**src/rtl/fpdl_pkg.sv**
```systemverilog
`timescale 1ns / 1ps
`default_nettype none

package fpdl_pkg;

	// Field and register widths
	localparam int DATA_W  = 16;
	localparam int IDX_W   = 10;
	localparam int CFG_W   = 11;
	localparam int CIDX_W  = 2;
	localparam int PROD_W  = 2 * DATA_W;

	// Q8 weights: products scale down by 2**Q_SHIFT
	localparam int Q_SHIFT = 8;

	// Upper bound of both layer lengths
	localparam int LEN_LIMIT = 1024;

	typedef enum logic [0:0] {
		OP_LOAD   = 1'b0,
		OP_WEIGHT = 1'b1
	} op_t;

	typedef enum logic [CIDX_W-1:0] {
		REG_INPUT_LEN  = 2'd0,
		REG_OUTPUT_LEN = 2'd1,
		REG_RELU       = 2'd2
	} reg_idx_t;

	// Per-weight bookkeeping that travels with the store read
	typedef struct packed {
		logic             end_row;
		logic             last_neuron;
		logic             relu;
		logic [IDX_W-1:0] row_idx;
	} tag_t;

endpackage

`default_nettype wire

```
**src/rtl/fpdl_mac.sv**
```systemverilog
`timescale 1ns / 1ps
`default_nettype none

module fpdl_mac import fpdl_pkg::*; (
	input  wire logic                     clk,
	input  wire logic                     arst_n,
	input  wire logic                     issue,
	input  wire tag_t                     tag,
	input  wire logic signed [DATA_W-1:0] weight,
	input  wire logic signed [DATA_W-1:0] bias,
	input  wire logic signed [DATA_W-1:0] rdata,
	input  wire logic                     result_stall,
	output      logic                     hold,
	output      logic                     result_valid,
	output      logic signed [DATA_W-1:0] neuron_value,
	output      logic [IDX_W-1:0]         neuron_index,
	output      logic                     last_neuron
);

	logic                     adv;

	logic                     vld_s1;
	tag_t                     tag_s1;
	logic signed [DATA_W-1:0] wgt_s1;
	logic signed [DATA_W-1:0] bias_s1;

	logic                     vld_s2;
	tag_t                     tag_s2;
	logic signed [PROD_W-1:0] prod_s2;
	logic signed [DATA_W-1:0] bias_s2;

	logic [DATA_W-1:0]        acc_q;

	logic [PROD_W-1:0]        adj;
	logic [DATA_W-1:0]        quot;
	logic [DATA_W-1:0]        acc_next;
	logic [DATA_W-1:0]        sum;

	// Freeze the pipeline while a result waits on a stalled output
	assign hold = result_valid && result_stall;
	assign adv  = !hold;

	// Stage 1: store read in flight
	always_ff @(posedge clk or negedge arst_n) begin
		if (!arst_n) begin
			vld_s1 <= 1'b0;
		end else if (adv) begin
			vld_s1 <= issue;
		end
	end

	always_ff @(posedge clk) begin
		if (issue) begin
			tag_s1  <= tag;
			wgt_s1  <= weight;
			bias_s1 <= bias;
		end
	end

	// Stage 2: multiply stored element by weight
	always_ff @(posedge clk or negedge arst_n) begin
		if (!arst_n) begin
			vld_s2 <= 1'b0;
		end else if (adv) begin
			vld_s2 <= vld_s1;
		end
	end

	always_ff @(posedge clk) begin
		if (adv && vld_s1) begin
			tag_s2  <= tag_s1;
			prod_s2 <= rdata * wgt_s1;
			bias_s2 <= bias_s1;
		end
	end

	// Divide by 2**Q_SHIFT toward zero, accumulate, add bias, clamp
	always_comb begin
		adj      = prod_s2 + PROD_W'({Q_SHIFT{prod_s2[PROD_W-1]}});
		quot     = adj[Q_SHIFT +: DATA_W];
		acc_next = acc_q + quot;
		sum      = acc_next + bias_s2;
		if (tag_s2.relu && sum[DATA_W-1]) begin
			sum = '0;
		end
	end

	// Row accumulator
	always_ff @(posedge clk or negedge arst_n) begin
		if (!arst_n) begin
			acc_q <= '0;
		end else if (adv && vld_s2) begin
			acc_q <= tag_s2.end_row ? '0 : acc_next;
		end
	end

	// Output register
	always_ff @(posedge clk or negedge arst_n) begin
		if (!arst_n) begin
			result_valid <= 1'b0;
		end else if (adv) begin
			result_valid <= vld_s2 && tag_s2.end_row;
		end
	end

	always_ff @(posedge clk) begin
		if (adv && vld_s2 && tag_s2.end_row) begin
			neuron_value <= sum;
			neuron_index <= tag_s2.row_idx;
			last_neuron  <= tag_s2.last_neuron;
		end
	end

endmodule

`default_nettype wire

```
**config.mk**
```make
export PLATFORM = sky130hd
export DESIGN_NAME = fpdl_mac
export DESIGN_NICKNAME = d
export VERILOG_FILES = /design/src/rtl/fpdl_pkg.sv /design/src/rtl/fpdl_mac.sv
export SDC_FILE = /design/constraint.sdc
export NUM_CORES = 1
export LEC_CHECK = 0
export ABC_AREA = 1
export BUFFER_PORTS_ARGS = -buffer_cell sky130_fd_sc_hd__clkbuf_2
export CAP_MARGIN = 10
export CORE_UTILIZATION = 50
export CTS_BUF_LIST = sky130_fd_sc_hd__clkbuf_8
export DETAILED_ROUTE_END_ITERATION = 10
export GPL_ROUTABILITY_DRIVEN = 0
export PLACE_DENSITY_LB_ADDON = 0.25
export SETUP_SLACK_MARGIN = 0.2
export SYNTH_ARGS = -nofsm -noshare
export SYNTH_HDL_FRONTEND = slang
export SYNTH_SLANG_ARGS = --single-unit
```
**constraint.sdc**
```tcl
create_clock -name clk -period 5.3 [get_ports clk]
set_input_delay 0 -clock clk [delete_from_list [all_inputs] [get_ports clk]]
set_output_delay 0 -clock clk [all_outputs]
set_load 0.1 [all_outputs]
```
# After elaboration in Yosys (flattened, before gate mapping)
# Index checks and enable logic that the tools add are counted.
totals:
  register_bits: 152
  inputBits: 65
  output_inout_bits: 29
  word_cells: 31
op_classes:
  addsub: 3
  n_mul: 1
  n_mux: 1
  reduce_logical: 7
ops:
  columns: ["operator", "n"]
  rows:
  - ["adder 16 bit", 2]
  - ["multiplier 16 x 16 -> 32 bit", 1]
  - ["adder 24 x 8 -> 24 bit", 1]
  - ["two-way mux 16 bit", 1]
  - ["logical AND 1 bit", 6]
  - ["zero test 1 bit", 1]

# Longest topological paths before layout
depth:
  ltp_word: 4
  ltp_mapped: 34
  depth_no_buf: 33

# Least setup slack after synthesis
# Ideal clock, no wire load.
synth_timing:
  path_kind: "flip-flop to flip-flop"
  startpoint: "register wgt_s1[7]"
  endpoint: "register prod_s2[21], data pin"
  setup_time_ns: 0.252
  arrival_time_ns: 5.475
  required_time_ns: 5.048
  path_slack_ns: -0.428
  path_stages_with_launch: 25
  n_path_buf: 2
  synth_period_minus_slack_ns: 5.728
  cell_sequence: "edfxtp_1 clkbuf_1 clkbuf_1 nand2_1 fa_1 inv_1 fa_1 inv_1 fa_1 inv_1 fa_1 fa_1 inv_1 fa_1 inv_1 ha_1 a21oi_1 a21boi_0 nand3_1 a21boi_0 o21ai_0 nand3_1 nand2_1 nand2_1 nand2_1"
synth_between:
  elab_chain_cells: 1
synth_rtl:
  columns: ["item", "line_no", "text"]
  rows:
  - ["start, declared", "fpdl_mac.sv:24", "logic signed [DATA_W-1:0] wgt_s1;"]
  - ["start signal, assigned", "fpdl_mac.sv:55", "wgt_s1 <= weight;"]
  - ["multiplier 16 x 16 -> 32 bit", "fpdl_mac.sv:72", "prod_s2 <= rdata * wgt_s1;"]
  - ["end signal, assigned", "fpdl_mac.sv:72", null]
  - ["end, declared", "fpdl_mac.sv:29", "logic signed [PROD_W-1:0] prod_s2;"]
# Every way passes these cells.
# A chain may end at the register's enable or synchronous reset.

# Worst setup path in the final report
layout_timing:
  startpoint: "register wgt_s1[1]"
  endpoint: "register prod_s2[31], data pin"
# The elaborated chain is that of the path after synthesis.

==> results by group <==
Route
  • Via count: ~12k
  • DRT Pass-1 Iters: 5
  • # DRC: 0
  • Starting DRT DRC Count: 700
  • Final wirelength: 36,200 µm
  • Final ANT Viol Nets: 0
  • Vias per cell: 4.89
  • DR WL/cell: 14.7 µm

Clocking
  • Bufs on Longest Clock Path: 2
  • Clock net sink count: around 150
  • Num CTS Buffers: 17
  • Reg clk slew, reported paths: 0.11 ns
  • CTS Root Cell: clkbuf_8
  • Worst skew pair latency: 0.48 ns
  • CTS tree: done
  • H-tree levels: 4

Yosys
  • Post-synth EDFFs: 126
  • Sequential fraction of the synthesis area: 0.260
  • Synth Area in Adders: 0.413
  • Compound-Gate Fraction of Synth Area: 0.0433
  • Post-synthesis simple-gate area fraction: 0.121
  • Top cells by area, synth: fa_1 (32%), edfxtp_1 (23%), inv_1 (11%)
  • Synthesized area per cell: 9.35 µm²
  • Post-synth top cells: inv_1 (502), nand2_1 (368), fa_1 (264)
  • Most common cell in the netlist: inv_1
  • Post-synth cell types: 43
  • Netlist Area Pre-Place: 0.0164 mm²
  • Proportion of synthesized area in mux cells: 0
  • Synthesis-stage register bit count: 145
  • Post-synthesis async set-or-reset flop share: 0.131
  • Syn nets: approximately 2.2k
  • Top_reg_cell synth: edfxtp_1
  • Area leader, netlist: fa_1
  • Largest family of logic cells by synthesized area: adder cells
  • Synthesized instance count: 1,753
  • Post-synth top area share: 0.322
  • Yosys warnings: 0
  • Synth Area in XOR/XNOR: 0.0337

GRT
  • GRT Overall Usage: 0.224
  • First-pass GRT wire length: roughly 60,000 µm
  • GRT overflow: 0
  • Largest net degree at the start of global routing: 56
  • Antenna violations before repair: 0
  • Number of global-route vias before repair: 12.7k

Floorplan
  • Initial Util: 0.514
  • Cell Rows: 65
  • Die X: 183 µm
  • Die Y: ~180 µm
  • Top Ports: 94
  • Core area: 0.0319 mm²
  • Die area: 0.0335 mm²

Worst setup path
  • Required time of the worst setup path: about 5.5 ns
  • Cell mode on critical path: fa_1
  • Max stage delay on crit path: between 0.6 and 0.7 ns
  • Crit. End Element: flip-flop
  • Cell Chain, Critical Path: nand2_2, inv_2, fa_2, fa_2, fa_1, fa_1, fa_1, inv_1, fa_1, inv_2, ha_4, a21oi_2, nor2_1, a211oi_2, o221ai_2, a21oi_2, xor2_1
  • Worst Path Max Fanout: 6
  • CP startpoint kind: flip-flop
  • Slowest CP cell: fa_2
  • Data arrival, critical path: 5.67 ns
  • R2R cell count: 17
  • Delay-heaviest family, CP: adder cells
  • Crit path buffers/inverters: 3
  • Critical Path Stages: 17
  • Critical path type: flip-flop to flip-flop
  • R2R setup slack: -0.14 ns

STA
  • Final period utilization: 1.03
  • RSZ-0062 raised after global routing: yes
  • Min Tclk post-route: 5.44 ns
  • Clk_skew: 0.0243 ns
  • Worst rel slew slack: 0.513
  • Fmax: between 150 and 200 MHz
  • Final Setup Violations: 7
  • Final worst slack: -0.140 ns
  • Pins Over Slew Limit: 0
  • Final hold vios: 0
  • Actual slew at the worst max-slew pin: around 0.73 ns

Finish
  • ANT cells: 0
  • Post-route insts no fill: roughly 2.5k
  • Area delta synth->final: 22.7%
  • Nets: 2,457
  • Share of layout cells above drive strength 1: 0.235

Place
  • I/O Buffers: 93
  • Final HPWL from detailed placement: 28,700 µm
  • Placed insts: 2,331

Status
  • Status: finished, violations left
  • Failing checks: setup timing

Job
  • Max Cap Viol: 0

Worst hold path
  • Min-delay worst type: primary input to asynchronous set/reset pin
[metal layers]
| layer | vias to the layer above | GRT usage | wire (µm) |
|---|---|---|---|
| met4 | 0 | 0.0603 | 767 |
| met5 | - | 0 | 0 |
| met1 | 5899 | 0.273 | 15300 |
| li1 | 5713 | - | - |
| met3 | 77 | 0.0399 | 1760 |
| met2 | 335 | 0.408 | 18400 |
[kinds of logic (layout without fill, tap and decap cells)]
group | Yosys count | in the layout
AO/OA/AOI/OAI | 124 | 124
XOR/XNOR | 63 | 63
adder cells (fa/ha/maj) | 383 | 383
buffers and inverters | 561 | 829
flip-flops | 145 | 145
AND/OR/NAND/NOR | 477 | 478
[state kept, by name, summed over array words and instances, names as in the netlist]
name	flops
bias_s1	16
acc_q	16
vld_s2	1
neuron_value	16
last_neuron	1
result_valid	1
vld_s1	1
neuron_index	10
prod_s2	25
wgt_s1	16
bias_s2	16
tag_s2	13
tag_s1	13
[final cells by class]
type	count	area, µm²
clock buffer	17	234
timing repair buffer	293	2190
clock inverter	15	191
tap	435	544
fill	2604	11800
multi-input combinational	1048	10800
inverter	504	1890
sequential	145	4260
[through the flow]
step / hold slack, ns / cell area [µm²] / setup WS [ns] / utilization / setup TNS [ns]
floorplan: -0.296 / 16800 / 0.0690 / - / 0
global placement: -0.0157 / 18300 / -0.0792 / 0.573 / -0.194
detailed placement: -0.00796 / 18300 / -0.219 / 0.573 / -0.740
CTS: 0.00829 / 19500 / -0.0736 / 0.612 / -0.206
global route: 0.0434 / 20100 / -0.328 / 0.631 / -2.51
finish: 0.0297 / 20100 / -0.140 / 0.631 / -0.586
[worst paths after layout]
kind                                  startpoint                     to
max                          wgt_s1[1]$_DFFE_PP_  prod_s2[31]$_DFFE_PP_
min                                       arst_n     vld_s1$_DFFE_PN0N_
max reg2reg                  wgt_s1[1]$_DFFE_PP_  prod_s2[31]$_DFFE_PP_
min reg2reg                bias_s1[12]$_DFFE_PP_  bias_s2[12]$_DFFE_PP_
max in group asynchronous                 arst_n  acc_q[12]$_DFFE_PN0P_
min in group clk                           issue   wgt_s1[13]$_DFFE_PP_
[layout by cell type, fill, tap and decap left out, types with 14 or more instances in the layout]
cell type and count:
a21oi_1 36, a21oi_2 17, buf_4 133, buf_6 16, clkbuf_2 93, clkbuf_8 17
dfrtp_1 19, dlygate4sd3_1 47, edfxtp_1 126, fa_1 247, fa_2 17, ha_1 94
ha_4 23, inv_1 463, inv_2 39, nand2_1 343, nand2_2 28, nand3_1 14
nor2_1 32, o21ai_0 23, xnor2_1 23, xor2_1 35
[repair_timing]
| item | in CTS | in global routing |
|---|---|---|
| hold buffers | 47 | 0 |
| gates resized for setup | 61 | 107 |
| buffers inserted | 23 | 23 |
| hold endpoints to repair | 67 | 0 |
| gates cloned | 1 | 0 |
| setup endpoints to repair | 30 | 31 |
| pin swaps | 45 | 95 |
Power is not shown: default switching activity piles up to over one toggle a cycle in this logic, so the estimate is an artifact.
