**src/rtl/fpdl_pkg.sv**
```systemverilog
`timescale 1ns / 1ps
`default_nettype none

package fpdl_pkg;

	// Field and register widths
	localparam int DATA_W  = 16;
	localparam int IDX_W   = 10;
	localparam int CFG_W   = 11;
	localparam int CIDX_W  = 2;
	localparam int PROD_W  = 2 * DATA_W;

	// Q8 weights: products scale down by 2**Q_SHIFT
	localparam int Q_SHIFT = 8;

	// Upper bound of both layer lengths
	localparam int LEN_LIMIT = 1024;

	typedef enum logic [0:0] {
		OP_LOAD   = 1'b0,
		OP_WEIGHT = 1'b1
	} op_t;

	typedef enum logic [CIDX_W-1:0] {
		REG_INPUT_LEN  = 2'd0,
		REG_OUTPUT_LEN = 2'd1,
		REG_RELU       = 2'd2
	} reg_idx_t;

	// Per-weight bookkeeping that travels with the store read
	typedef struct packed {
		logic             end_row;
		logic             last_neuron;
		logic             relu;
		logic [IDX_W-1:0] row_idx;
	} tag_t;

endpackage

`default_nettype wire

```
**src/rtl/fpdl_ctrl.sv**
```systemverilog
`timescale 1ns / 1ps
`default_nettype none

module fpdl_ctrl import fpdl_pkg::*; #(
	parameter int MAX_INPUTS = 1024
) (
	input  wire logic                          clk,
	input  wire logic                          arst_n,
	input  wire logic                          accept,
	input  wire logic                          operation,
	input  wire logic [IDX_W-1:0]              element_index,
	input  wire logic [DATA_W-1:0]             data_value,
	input  wire logic                          cfg_we,
	input  wire logic [CIDX_W-1:0]             cfg_index,
	input  wire logic [CFG_W-1:0]              cfg_data,
	output      logic                          mem_we,
	output      logic [$clog2(MAX_INPUTS)-1:0] mem_waddr,
	output      logic [DATA_W-1:0]             mem_wdata,
	output      logic                          mem_re,
	output      logic [$clog2(MAX_INPUTS)-1:0] mem_raddr,
	output      tag_t                          tag
);

	localparam int AW    = $clog2(MAX_INPUTS);
	localparam int CAP_I = (LEN_LIMIT < MAX_INPUTS) ? LEN_LIMIT : MAX_INPUTS;
	localparam logic [CFG_W-1:0] ILEN_CAP = CFG_W'(CAP_I);
	localparam logic [CFG_W-1:0] OLEN_CAP = CFG_W'(LEN_LIMIT);
	localparam logic [CFG_W-1:0] LEN_ONE  = CFG_W'(1);

	logic [CFG_W-1:0] in_len_q;
	logic [CFG_W-1:0] out_len_q;
	logic             relu_q;
	logic [IDX_W-1:0] wpos_q;
	logic [IDX_W-1:0] row_q;

	logic [CFG_W-1:0] ilen;
	logic [CFG_W-1:0] olen;
	logic [CFG_W-1:0] wpos_inc;
	logic [CFG_W-1:0] row_inc;
	logic [IDX_W-1:0] rpos;
	logic             end_row;
	logic             last_row;
	logic             load_ok;
	logic             is_weight;

	// Write configuration registers
	always_ff @(posedge clk or negedge arst_n) begin
		if (!arst_n) begin
			in_len_q  <= LEN_ONE;
			out_len_q <= LEN_ONE;
			relu_q    <= 1'b0;
		end else if (cfg_we) begin
			unique case (cfg_index)
				REG_INPUT_LEN:  in_len_q  <= cfg_data;
				REG_OUTPUT_LEN: out_len_q <= cfg_data;
				REG_RELU:       relu_q    <= cfg_data[0];
				default:        ;
			endcase
		end
	end

	// Saturate lengths into their legal ranges
	always_comb begin
		if (in_len_q == '0) begin
			ilen = LEN_ONE;
		end else if (in_len_q > ILEN_CAP) begin
			ilen = ILEN_CAP;
		end else begin
			ilen = in_len_q;
		end
		if (out_len_q == '0) begin
			olen = LEN_ONE;
		end else if (out_len_q > OLEN_CAP) begin
			olen = OLEN_CAP;
		end else begin
			olen = out_len_q;
		end
	end

	// Position, row end and layer end for the current weight
	always_comb begin
		wpos_inc = {1'b0, wpos_q} + LEN_ONE;
		row_inc  = {1'b0, row_q} + LEN_ONE;
		end_row  = !(wpos_inc < ilen);
		last_row = (row_inc >= olen);
		rpos     = ({1'b0, wpos_q} < ilen) ? wpos_q : IDX_W'(ilen - LEN_ONE);
	end

	assign is_weight = accept && (operation == OP_WEIGHT);
	assign load_ok   = 32'(element_index) < 32'(MAX_INPUTS);

	// Store port requests
	assign mem_we    = accept && (operation == OP_LOAD) && load_ok;
	assign mem_waddr = AW'(element_index);
	assign mem_wdata = data_value;
	assign mem_re    = is_weight;
	assign mem_raddr = AW'(rpos);

	assign tag.end_row     = end_row;
	assign tag.last_neuron = last_row;
	assign tag.relu        = relu_q;
	assign tag.row_idx     = row_q;

	// Advance weight position and row counter
	always_ff @(posedge clk or negedge arst_n) begin
		if (!arst_n) begin
			wpos_q <= '0;
			row_q  <= '0;
		end else if (is_weight) begin
			if (end_row) begin
				wpos_q <= '0;
				row_q  <= last_row ? '0 : row_inc[IDX_W-1:0];
			end else begin
				wpos_q <= wpos_inc[IDX_W-1:0];
			end
		end
	end

endmodule

`default_nettype wire

```
**config.mk**
```make
export PLATFORM = sky130hd
export DESIGN_NAME = fpdl_ctrl
export DESIGN_NICKNAME = d
export VERILOG_FILES = /design/src/rtl/fpdl_pkg.sv /design/src/rtl/fpdl_ctrl.sv
export SDC_FILE = /design/constraint.sdc
export NUM_CORES = 1
export LEC_CHECK = 0
export BUFFER_PORTS_ARGS = -buffer_cell sky130_fd_sc_hd__buf_4
export CAP_MARGIN = 20
export CORE_MARGIN = 4
export CORE_UTILIZATION = 53
export CTS_CLUSTER_SIZE = 20
export DETAILED_ROUTE_END_ITERATION = 16
export MAX_ROUTING_LAYER = met4
export PLACE_DENSITY = 0.81
export SYNTH_ARGS = -nofsm -noshare
export SYNTH_HDL_FRONTEND = slang
export SYNTH_SLANG_ARGS = --single-unit
export TNS_END_PERCENT = 100
```
**constraint.sdc**
```tcl
create_clock -name clk -period 3.66 [get_ports clk]
set_input_delay 0.366 -clock clk [delete_from_list [all_inputs] [get_ports clk]]
set_output_delay 0.366 -clock clk [all_outputs]
set_load 0.005 [all_outputs]
```
Word-level counts from Yosys, hierarchy flattened
Cells that the tools add are included.

operators by class
  add/sub/neg operators = 3
  order comparisons = 5
  equality and inequality tests = 2
  mux-type cells = 7
  bitwise gates (word level) = 2
  reductions and logical operators = 10

operators by type and width
  operator                                             number
  two-way mux 11 bit                                   4
  two-way mux 10 bit                                   3
  adder 10 x 1 -> 11 bit (second input constant)       2
  > comparator 11 bit (second input constant)          2
  logical NOT 11 bit                                   2
  >= comparator 11 bit                                 1
  < comparator 10 x 11 -> 1 bit                        1
  < comparator 11 bit                                  1
  subtractor 10 x 1 -> 10 bit (second input constant)  1
  AND reduction 2 bit                                  4
  == test 2 x 1 -> 1 bit (second input constant)       1
  == test 2 bit (second input constant)                1
  logical AND 1 bit                                    2
  logical NOT 2 bit                                    1
  inverter 1 bit                                       2
  logical NOT 1 bit                                    1

storage, ports and cells
  bits in registers = 43
  input bits = 44
  output and inout bits = 51
  logic and storage cells = 34

Longest topological paths before layout
Gate-level depths: netlist (run 1).

  depth after elaboration = 6
  gate-level depth with buffers = 13
  gate-level depth less buffers = 13

Worst setup path after synthesis (run 1)
No wires, ideal clock.

  kind = reg2out
  start = register in_len_q[2]
  end = output port mem_raddr[0]
  data arrival time = 2725 ps
  data required time = 3294 ps
  path slack = 569 ps
  stages on the path, launching flop included = 11
  path buffers = 0
  path through = dfrtp_1 > nor3_1 > nand2_1 > o31ai_1 > nand2_1 > ha_1 > nand3_1 > or4_1 > nor3_1 > a21oi_4 > mux2_2

on the way
  word-level cells in the longest chain between the ends = 5
  elaborated cells between the ends (all ways) = 7
  those cells by class = add/sub: 1; order compare: 2; mux: 3; reduce/logical: 1

ends and longest elaborated chain
  item                                                                          RTL line         source
  from (decl)                                                                   fpdl_ctrl.sv:30  logic [CFG_W-1:0] in_len_q;
  from (signal assigned)                                                        fpdl_ctrl.sv:54  REG_INPUT_LEN: in_len_q <= cfg_data;
  > comparator 11 bit                                                           fpdl_ctrl.sv:66  end else if (in_len_q > ILEN_CAP) begin
  two-way mux 11 bit                                                            fpdl_ctrl.sv:66
  two-way mux 11 bit *                                                          fpdl_ctrl.sv:64  if (in_len_q == '0) begin
  subtractor 10 x 1 -> 10 bit or < comparator 10 x 11 -> 1 bit (tied branches)  fpdl_ctrl.sv:86  rpos = ({1'b0, wpos_q} < ilen) ? wpos_q : IDX_W'(ilen - LEN_ONE);
  two-way mux 10 bit *                                                          fpdl_ctrl.sv:86
  to (decl)                                                                     fpdl_ctrl.sv:20  output logic [$clog2(MAX_INPUTS)-1:0] mem_raddr,

Mark *: on every way between the ends. The rest lies on a longest branch, timed or not.

Worst setup path in the final report (run 1)
  start = register in_len_q[3]
  end = output port mem_raddr[9]

Same word-level chain as after synthesis.

==> results.tsv, run 1 <==
metric	value	unit
outcome	completed	
final count of pins violating max slew	0	
CTS tree	yes	
Yosys top cell area share	30.4	%
CTS max path bufs	2	
# rows	28	
final hold viol count	0	
commonest non-fill, non-tap cell in the layout	buf_4	
Worst Setup Start Kind	flop	
Die W	87.8	microns
EDFF count, synth	0	
drt wl/cell	16.6	microns
Worst VDD drop	360	uV
vias in the first global route	2543	
DRT Pass-1 Iters	4	
PortBufs	42	
die height	87.8	microns
largest family of logic cells by synthesized area	simple AND/OR/NAND/NOR gates	
clk sink count	43	
worst setup margin	81.0	ps
hold crit path type	in -> async	
most frequent cells in the layout	buf_4 (50), nand2_1 (49), dfrtp_1 (37), mux2_2 (31), ha_1 (31)	
mux cell area share after synthesis	11.2	%
CTS Hold Buffers Added	0	
die area	0.00770	sq mm
FMAX	279	MHz
Post-synth top flop	dfrtp_1	
WP data required	3290	ps
Syn-to-layout area delta	11.1	%
# DRC	0	
clock-pin slew on the worst setup and hold paths	90	ps
syn_nets	434	
Compound-Gate Fraction of Synth Area	13.3	%
Cell variety after synth	51	
post-route ant nets	0	
pwr/cell area	507	mW/mm^2
Total Negative Setup Slacks	0	ps
Tmin final	3580	ps
Post-Synth Simple-Gate Area	17.1	%
mapped cell area	0.00337	sq mm
via total after detailed routing	2636	
Slew @ Worst Pin	567	ps
GRT Residual Overflow	0	
CORE AREA	0.00606	sq mm
largest net degree at the start of global routing	44	
first-iteration detailed-routing DRC count	244	
maxcap violations	0	
Final period util	97.8	%
Starting Density	55.6	%
Syn. warnings	0	
Seq cells post-synth	43	
Final #Nets	457	
layout cells sized above 1	30.7	%
first-pass GRT wire length	12300	microns
Critical Path Fanout Max	9	
GP Congestion	0.862	
Post-Synth Adder-Cell Area	12.2	%
Synth area leaders	dfrtp_1 (30%), ha_1 (12%), mux2_2 (10%)	
crit end category	output pin	
crit path DAT	3210	ps
sequential fraction of the synthesis area	32.0	%
Routed WL	7590	microns
Top-Level Pins	95	
Pleak	1.85	nW
Synth Area in XOR/XNOR	5.45	%
crit path kind	reg -> out	
Post-DP HPWL	5690	microns
Async S/R FF share, synth	100	%
area leader, netlist	dfrtp_1	
initial antenna violation count	0	
# diodes	0	
final hold slack	45.5	ps
vias per cell	5.78	
slew margin rel.	62.2	%
pre-CTS setup slack	334	ps
root buf cell	clkbuf_8	
aggregate global-route resource usage	20.8	%
H-Tree Depth	2	
final setup violation count	0	
cells after synthesis	357	
post-synthesis area per instance	9.45	sq um
TritonCTS Buffers	5	
Worst Skew	7.12	ps
Fillers	496	
Skew-Pair Late Insertion Delay	300	ps
RSZ-0062 raised after global routing	true	
stage by stage:
| stage | power [W] | utilization, % | instance area (sq um) | instances |
|---|---|---|---|---|
| detailed placement | 0.00152 | 58.6 | 3550 | 443 |
| floorplan | 0.00126 | - | 3370 | 357 |
| finish | 0.00190 | 61.8 | 3750 | 456 |
| CTS | 0.00184 | 60.2 | 3650 | 451 |
| global placement | 0.00150 | 58.6 | 3550 | 443 |
| global route | 0.00205 | 61.8 | 3750 | 456 |
per-layer routing:
metal	GRT usage, %	share of wire (%)	wire length [microns]
met2	31.6	46	3490
met1	28.8	47	3540
met4	5.44	0.96	73
met3	3.57	6.5	493
met5	-	0	0
Yosys cell counts (3+ instances only):
cell type / count
o21bai_1: 4
nor3_1: 11
a21o_1: 5
o21ai_0: 15
nor4_1: 4
mux2_2: 31
a221o_1: 4
nand4_1: 3
inv_1: 6
a21oi_1: 8
xnor2_1: 8
xor2_1: 13
nor2_1: 23
buf_4: 29
ha_1: 33
and3_1: 5
mux2i_1: 3
nand3_1: 13
a31oi_1: 3
a22o_1: 5
dfrtp_1: 41
clkbuf_1: 3
nand2_1: 49
report_power, final:
group          leakage, nW  switching [W]  internal (W)
Combinational         1.27       0.000443      0.000443
Sequential           0.537       0.000128      0.000569
Clock               0.0452       0.000180      0.000135
Total                 1.85       0.000751       0.00115
cell families (layout without fill, tap and decap cells):
family,after synthesis,after routing
xor gates and xnor gates,21,21
adders and majority gates,33,33
buffers and inverters,44,68
and+or+nand+nor,122,122
muxes,34,34
AOI/OAI and AO/OA,60,60
DFF,43,43
state kept, by name, indices dropped and copies added, names as in the netlist:
name and flops:
in_len_q 11, out_len_q 11, relu_q 1, wpos_q 10
row_q 10
worst max-delay path: stages, from the launching register on:
cell and delay (ps):
dfrtp_2 450, nor3_2 200, nand2_1 130, o31ai_2 250, nand2_1 150, ha_4 310, nand3_1 80, or4_4 500
nor3_4 210, a21oi_4 60, buf_12 160, mux2_2 280, buf_4 140
worst paths after layout:
check	startpoint	endpoint	slack, ps	cells past startpoint
max	in_len_q[3]	mem_raddr[9]	80	12
min	arst_n	row_q[0]	50	1
max reg2reg	row_q[2]	row_q[0]	350	11
min reg2reg	relu_q	relu_q	530	1
max in group asynchronous	arst_n	wpos_q[1]	3190	1
min in group clk	cfg_data[10]	in_len_q[10]	280	3
layout make-up:
type	instances	area, sq um	area share [%]
Clock buffer	6	72.6	1.94
Clock inverter	2	13.8	0.367
Inverter	9	33.8	0.902
Multi-Input combinational cell	270	2050	54.8
Sequential cell	43	1080	28.9
Tap cell	75	93.8	2.51
Timing Repair Buffer	51	395	10.6
repair_timing:
| item | CTS | global route |
|---|---|---|
| hold endpoints to repair | 0 | 0 |
| endpoints found under the setup margin | 1 | 12 |
| gates resized for setup | 1 | 15 |
| gates cloned | 0 | 0 |
| setup buffers | 0 | 5 |
| pin swaps | 0 | 4 |
Power figures use the tool's default switching activity.
==> run 2, diff against run 1 <==
--- a/config.mk
+++ b/config.mk
@@ -8,11 +8,11 @@
 export BUFFER_PORTS_ARGS = -buffer_cell sky130_fd_sc_hd__buf_4
 export CAP_MARGIN = 20
 export CORE_MARGIN = 4
-export CORE_UTILIZATION = 53
+export CORE_UTILIZATION = 40
 export CTS_CLUSTER_SIZE = 20
 export DETAILED_ROUTE_END_ITERATION = 16
 export MAX_ROUTING_LAYER = met4
-export PLACE_DENSITY = 0.81
+export SLEW_MARGIN = 20
 export SYNTH_ARGS = -nofsm -noshare
 export SYNTH_HDL_FRONTEND = slang
 export SYNTH_SLANG_ARGS = --single-unit
==> results.tsv, run 2 (synthesis gave the netlist of run 1 again) <==
metric	value	unit	change
largest net degree at the start of global routing	44		unchanged
die area	0.00996	sq mm	+29%
Total Negative Setup Slacks	0	ps	unchanged
hold crit path type	in -> async		
Finished Cell Area	0.00384	sq mm	+2.6%
Routed WL	7650	microns	+0.79%
GP Congestion	0.857		-0.57%
FMAX	279	MHz	-0.22%
biggest regs	in_len_q x11, out_len_q x11		
# DRC	0		unchanged
DRT Pass-1 Iters	4		unchanged
via total after detailed routing	2659		+0.87%
crit path DAT	3220	ps	about the same
Slew @ Worst Pin	857	ps	+289 ps
Critical Path Start	in_len_q[3]		
RSZ-0062 raised after global routing	true		
most frequent cells in the layout	buf_4 (53), nand2_1 (48), dfrtp_1 (37), mux2_2 (31), ha_1 (30)		
outcome	completed		
first-pass GRT wire length	12800	microns	+4.2%
Worst Setup Start Kind	flop		
CTS tree	yes		
commonest non-fill, non-tap cell in the layout	buf_4		
Final period util	98.0	%	+0.22 points
Worst Skew	10.8	ps	+3.68 ps
pwr/cell area	501	mW/mm^2	-1.2%
die height	99.8	microns	+14%
Post-DP Area	0.00360	sq mm	+1.2%
CTS max path bufs	2		unchanged
clk sink count	43		unchanged
vias per cell	5.44		-5.9%
Starting Density	41.0	%	-15 points
crit path kind	reg -> out		
post-route ant nets	0		unchanged
final hold slack	36.3	ps	-9.19 ps
Fillers	792		+60%
TritonCTS Buffers	5		unchanged
aggregate global-route resource usage	16.3	%	-4.5 points
GRT Residual Overflow	0		unchanged
slew margin rel.	42.6	%	-20 points
initial antenna violation count	0		unchanged
crit end category	output pin		
layout cells sized above 1	32.0	%	+1.3 points
Pleak	1.87	nW	+1.1%
root buf cell	clkbuf_8		
Final #Nets	460		+0.66%
Tmin final	3590	ps	+8.02 ps
non-filler cells, final	489		+7.2%
drt wl/cell	15.6	microns	-6.0%
# rows	33		+18%
first-iteration detailed-routing DRC count	119		-51%
final hold viol count	0		unchanged
maxcap violations	0		unchanged
PortBufs	42		unchanged
Top-Level Pins	95		unchanged
Syn-to-layout area delta	14.0	%	
# diodes	0		unchanged
Post-DP HPWL	5760	microns	+1.2%
vias in the first global route	2583		+1.6%
final count of pins violating max slew	0		unchanged
WP data required	3290	ps	about the same
Skew-Pair Late Insertion Delay	300	ps	about the same
RR Startpoint	row_q[0]		
clock-pin slew on the worst setup and hold paths	90	ps	about the same
H-Tree Depth	2		unchanged
Worst VDD drop	221	uV	-39%
Die W	99.8	microns	+14%
CORE AREA	0.00822	sq mm	+36%
Critical Path Fanout Max	10		+1
total power	0.00193	W	+1.4%
Placed Cells incl. Taps	473		+6.8%
final setup violation count	0		unchanged
[run 2: cell count changes in the layout (fill, tap and decap cells not counted), sizes merged]
cell    before  now
buf         51   54
clkinv       4    2
clkbuf       6    7
inv          7    8
[run 2: routing by layer]
| metal | wire, microns | vias to the layer above | global-route usage, % |
|---|---|---|---|
| li1 | - | 1308 | - |
| met3 | 461 | 22 | 3.47 |
| met2 | 3390 | 69 | 22.5 |
| met5 | 0 | - | - |
| met1 | 3620 | 1260 | 23.4 |
| met4 | 176 | 0 | 5.88 |
[run 2: path summary, 6_finish.rpt]
kind / slack (ps) / cells after the start / to
worst min-delay path: 40 / 1 / wpos_q[5]
max in group asynchronous: 3210 / 1 / row_q[2]
min in group clk: 280 / 3 / in_len_q[10]
worst min register to register: 530 / 1 / relu_q
worst max register to register: 350 / 11 / row_q[0]
worst max-delay path: 70 / 12 / mem_raddr[4]
[run 2: repair_timing]
action                                  CTS  global route
resized for setup                         1            18
buffers inserted                          0             8
endpoints found under the setup margin    3            12
hold buffers                              0             0
hold endpoints to repair                  0             0
pin swaps                                 0             7
[run 2: stage by stage]
stage / setup WS, ps / util (%)
after floorplan: 569 / -
after global placement: 338 / 43.8
after detailed placement: 297 / 43.8
after CTS: 22.8 / 45.0
after global routing: -39.6 / 46.8
final: 73.0 / 46.8
[run 2: report_power, final]
group	total (W)	internal, W	switching (W)
sequential	0.000694	0.000569	0.000125
clock	0.000332	0.000156	0.000176
combinational	0.000899	0.000457	0.000442
total	0.00193	0.00118	0.000743
[run 2: area by class of cell]
cell class	count	area (sq um)	area share, %
clock buffer	7	86.3	2.25
sequential	43	1080	28.2
tap	105	131	3.42
multi-input combinational	270	2080	54.2
clock inverter	1	8.76	0.228
inverter	9	33.8	0.879
timing repair buffer	54	418	10.9
[run 2: worst max-delay path, cell delays in order (launching register included)]
cell	delay (ps)
dfrtp_2	430
nor3_2	200
nand2_1	120
o31ai_2	290
nand2_1	160
ha_4	300
nand3_1	80
or4_4	500
nor3_4	220
a21oi_4	50
buf_12	160
mux2_2	280
buf_4	140
==> run 3, diff against run 2 <==
--- a/config.mk
+++ b/config.mk
@@ -6,12 +6,13 @@
 export NUM_CORES = 1
 export LEC_CHECK = 0
 export BUFFER_PORTS_ARGS = -buffer_cell sky130_fd_sc_hd__buf_4
-export CAP_MARGIN = 20
 export CORE_MARGIN = 4
 export CORE_UTILIZATION = 40
 export CTS_CLUSTER_SIZE = 20
 export DETAILED_ROUTE_END_ITERATION = 16
 export MAX_ROUTING_LAYER = met4
+export PLACE_DENSITY_LB_ADDON = 0.25
+export SKIP_LAST_GASP = 1
 export SLEW_MARGIN = 20
 export SYNTH_ARGS = -nofsm -noshare
 export SYNTH_HDL_FRONTEND = slang
==> results.tsv, run 3 (synthesis gave the netlist of run 1 again) <==
metric	value	unit	change
layout cells sized above 1	29.8	%	-2.2 points
hold crit path type	in -> async		
non-filler cells, final	484		-1.0%
max incr delay on CP	490	ps	about the same
RR Startpoint	row_q[2]		
first-pass GRT wire length	12700	microns	-0.32%
most used routing layer	met1		
GR Layer Usage met3	2.64	%	-0.83 points
crit path DAT	3150	ps	-70 ps
delay-heaviest family, CP	simple AND/OR/NAND/NOR gates		
final setup violation count	0		unchanged
biggest regs	in_len_q x11, out_len_q x11		
Tmin final	3510	ps	-75.3 ps
clock-pin slew on the worst setup and hold paths	100	ps	about the same
Syn-to-layout area delta	12.1	%	
maxcap violations	0		unchanged
Skew-Pair Late Insertion Delay	310	ps	about the same
Post-DP HPWL	5780	microns	+0.43%
# diodes	0		unchanged
die area	0.00996	sq mm	unchanged
Critical Path Fanout Max	10		unchanged
# DRC	0		unchanged
CTS max path bufs	2		unchanged
Worst VDD drop	221	uV	+0.17%
CORE AREA	0.00822	sq mm	unchanged
most frequent cells in the layout	nand2_1 (49), buf_4 (48), dfrtp_1 (37), ha_1 (32), mux2_2 (31)		
TritonCTS Buffers	5		unchanged
Die W	99.8	microns	unchanged
GRT Residual Overflow	0		unchanged
worst setup margin	148	ps	+75.3 ps
Routed WL	7620	microns	-0.46%
crit end category	output pin		
pre-CTS setup slack	339	ps	+41.3 ps
Pleak	1.86	nW	-0.64%
Fillers	801		+1.1%
Critical R2R Capture	row_q[0]		
R2R cell count	11		unchanged
# rows	33		unchanged
Worst Skew	3.71	ps	-7.09 ps
Global Route met1 Usage	23.5	%	+0.080 points
CTS tree	yes		
final count of pins violating max slew	0		unchanged
Worst Setup Start Kind	flop		
WP data required	3290	ps	about the same
via total after detailed routing	2609		-1.9%
pwr/cell area	522	mW/mm^2	+4.2%
drt wl/cell	15.7	microns	+0.57%
post-route ant nets	0		unchanged
Final period util	95.9	%	-2.1 points
final hold viol count	0		unchanged
CP Buf/Inv Count	2		unchanged
vias per cell	5.39		-0.87%
initial antenna violation count	0		unchanged
Finished Cell Area	0.00378	sq mm	-1.7%
vias in the first global route	2548		-1.4%
Sequential Area	0.00108	sq mm	unchanged
Total Negative Setup Slacks	0	ps	unchanged
clk sink count	43		unchanged
H-Tree Depth	2		unchanged
die height	99.8	microns	unchanged
crit path kind	reg -> out		
GP Congestion	0.815		-4.9%
multi-input logic area	0.00203	sq mm	-2.5%
outcome	completed		
CP Cell Sequence	nor3_2 > nand2_1 > o31ai_2 > nand2_1 > ha_1 > nand3_1 > or4_1 > nor3_2 > a21oi_4 > buf_12 > mux2_2 > buf_4		
PortBufs	42		unchanged
total power	0.00197	W	+2.5%
met2 Usage GRT	22.9	%	+0.41 points
Placed Cells incl. Taps	473		unchanged
Post-DP Area	0.00360	sq mm	unchanged
FMAX	285	MHz	+2.1%
DRT Pass-1 Iters	4		unchanged
Slew @ Worst Pin	866	ps	+9.65 ps
aggregate global-route resource usage	16.2	%	-0.13 points
Starting Density	41.0	%	unchanged
commonest non-fill, non-tap cell in the layout	nand2_1		
critical path's slowest cell	or4_1		
first-iteration detailed-routing DRC count	111		-6.7%
Critical Path Start	in_len_q[2]		
root buf cell	clkbuf_8		
slew margin rel.	42.0	%	-0.65 points
Final #Nets	455		-1.1%
Top-Level Pins	95		unchanged
reg2reg setup slack	370	ps	+20 ps
largest net degree at the start of global routing	44		unchanged
[run 3: cell types whose count changed in the layout (fill, tap and decap cells not counted), sizes merged]
cell and change:
clkbuf -1, bufinv +1, buf -5
[run 3: worst reg2reg max path, delay by kind of cell (launching register included)]
kind	cells	cell delay, ps
AO/OA/AOI/OAI	3	730
AND/OR/NAND/NOR	5	1360
multiplexers	1	240
flip-flops	1	450
adder cells (fa/ha/maj)	1	310
XOR/XNOR	1	140
[run 3: metrics by stage]
step	util [%]	hold WS (ps)
2_1_floorplan	-	70.4
6_report	46.0	44.2
5_1_grt	46.0	81.6
3_5_place_dp	43.8	402
3_3_place_gp	43.8	399
4_1_cts	45.3	62.7
[run 3: worst max path at each step]
| stage | to | slack (ps) | depth (start not counted) |
|---|---|---|---|
| floorplan | mem_raddr[0] | 570 | 10 |
| global placement | mem_raddr[4] | 350 | 11 |
| detailed placement | mem_raddr[4] | 340 | 11 |
| CTS | mem_raddr[4] | 4 | 11 |
| global route | mem_raddr[4] | -20 | 12 |
| finish | mem_raddr[4] | 150 | 12 |
[run 3: timing repair]
action | CTS | global route
resized for setup | 1 | 10
hold buffers | 0 | 0
setup endpoints to repair | 8 | 12
pin swaps | 1 | 1
buffers inserted | 0 | 3
[run 3: layout make-up]
cell class                      count  area share [%]
Clock buffer                        6            2.18
Timing Repair Buffer               49            10.1
Tap cell                          105            3.47
Clock inverter                      2            1.03
Sequential cell                    43            28.7
Multi-Input combinational cell    270            53.7
Inverter                            9           0.893
[run 3: report_power, final]
part | total (W) | internal [W] | switching (W) | leakage, nW
clock | 0.000417 | 0.000225 | 0.000192 | 0.0618
sequential | 0.000691 | 0.000569 | 0.000122 | 0.537
combinational | 0.000865 | 0.000433 | 0.000432 | 1.26
[run 3: routing by layer]
layer | vias up | part of all wire [%]
met3 | 18 | 4.2
met5 | - | 0
met4 | 0 | 1.8
li1 | 1295 | -
met1 | 1245 | 51
met2 | 51 | 43
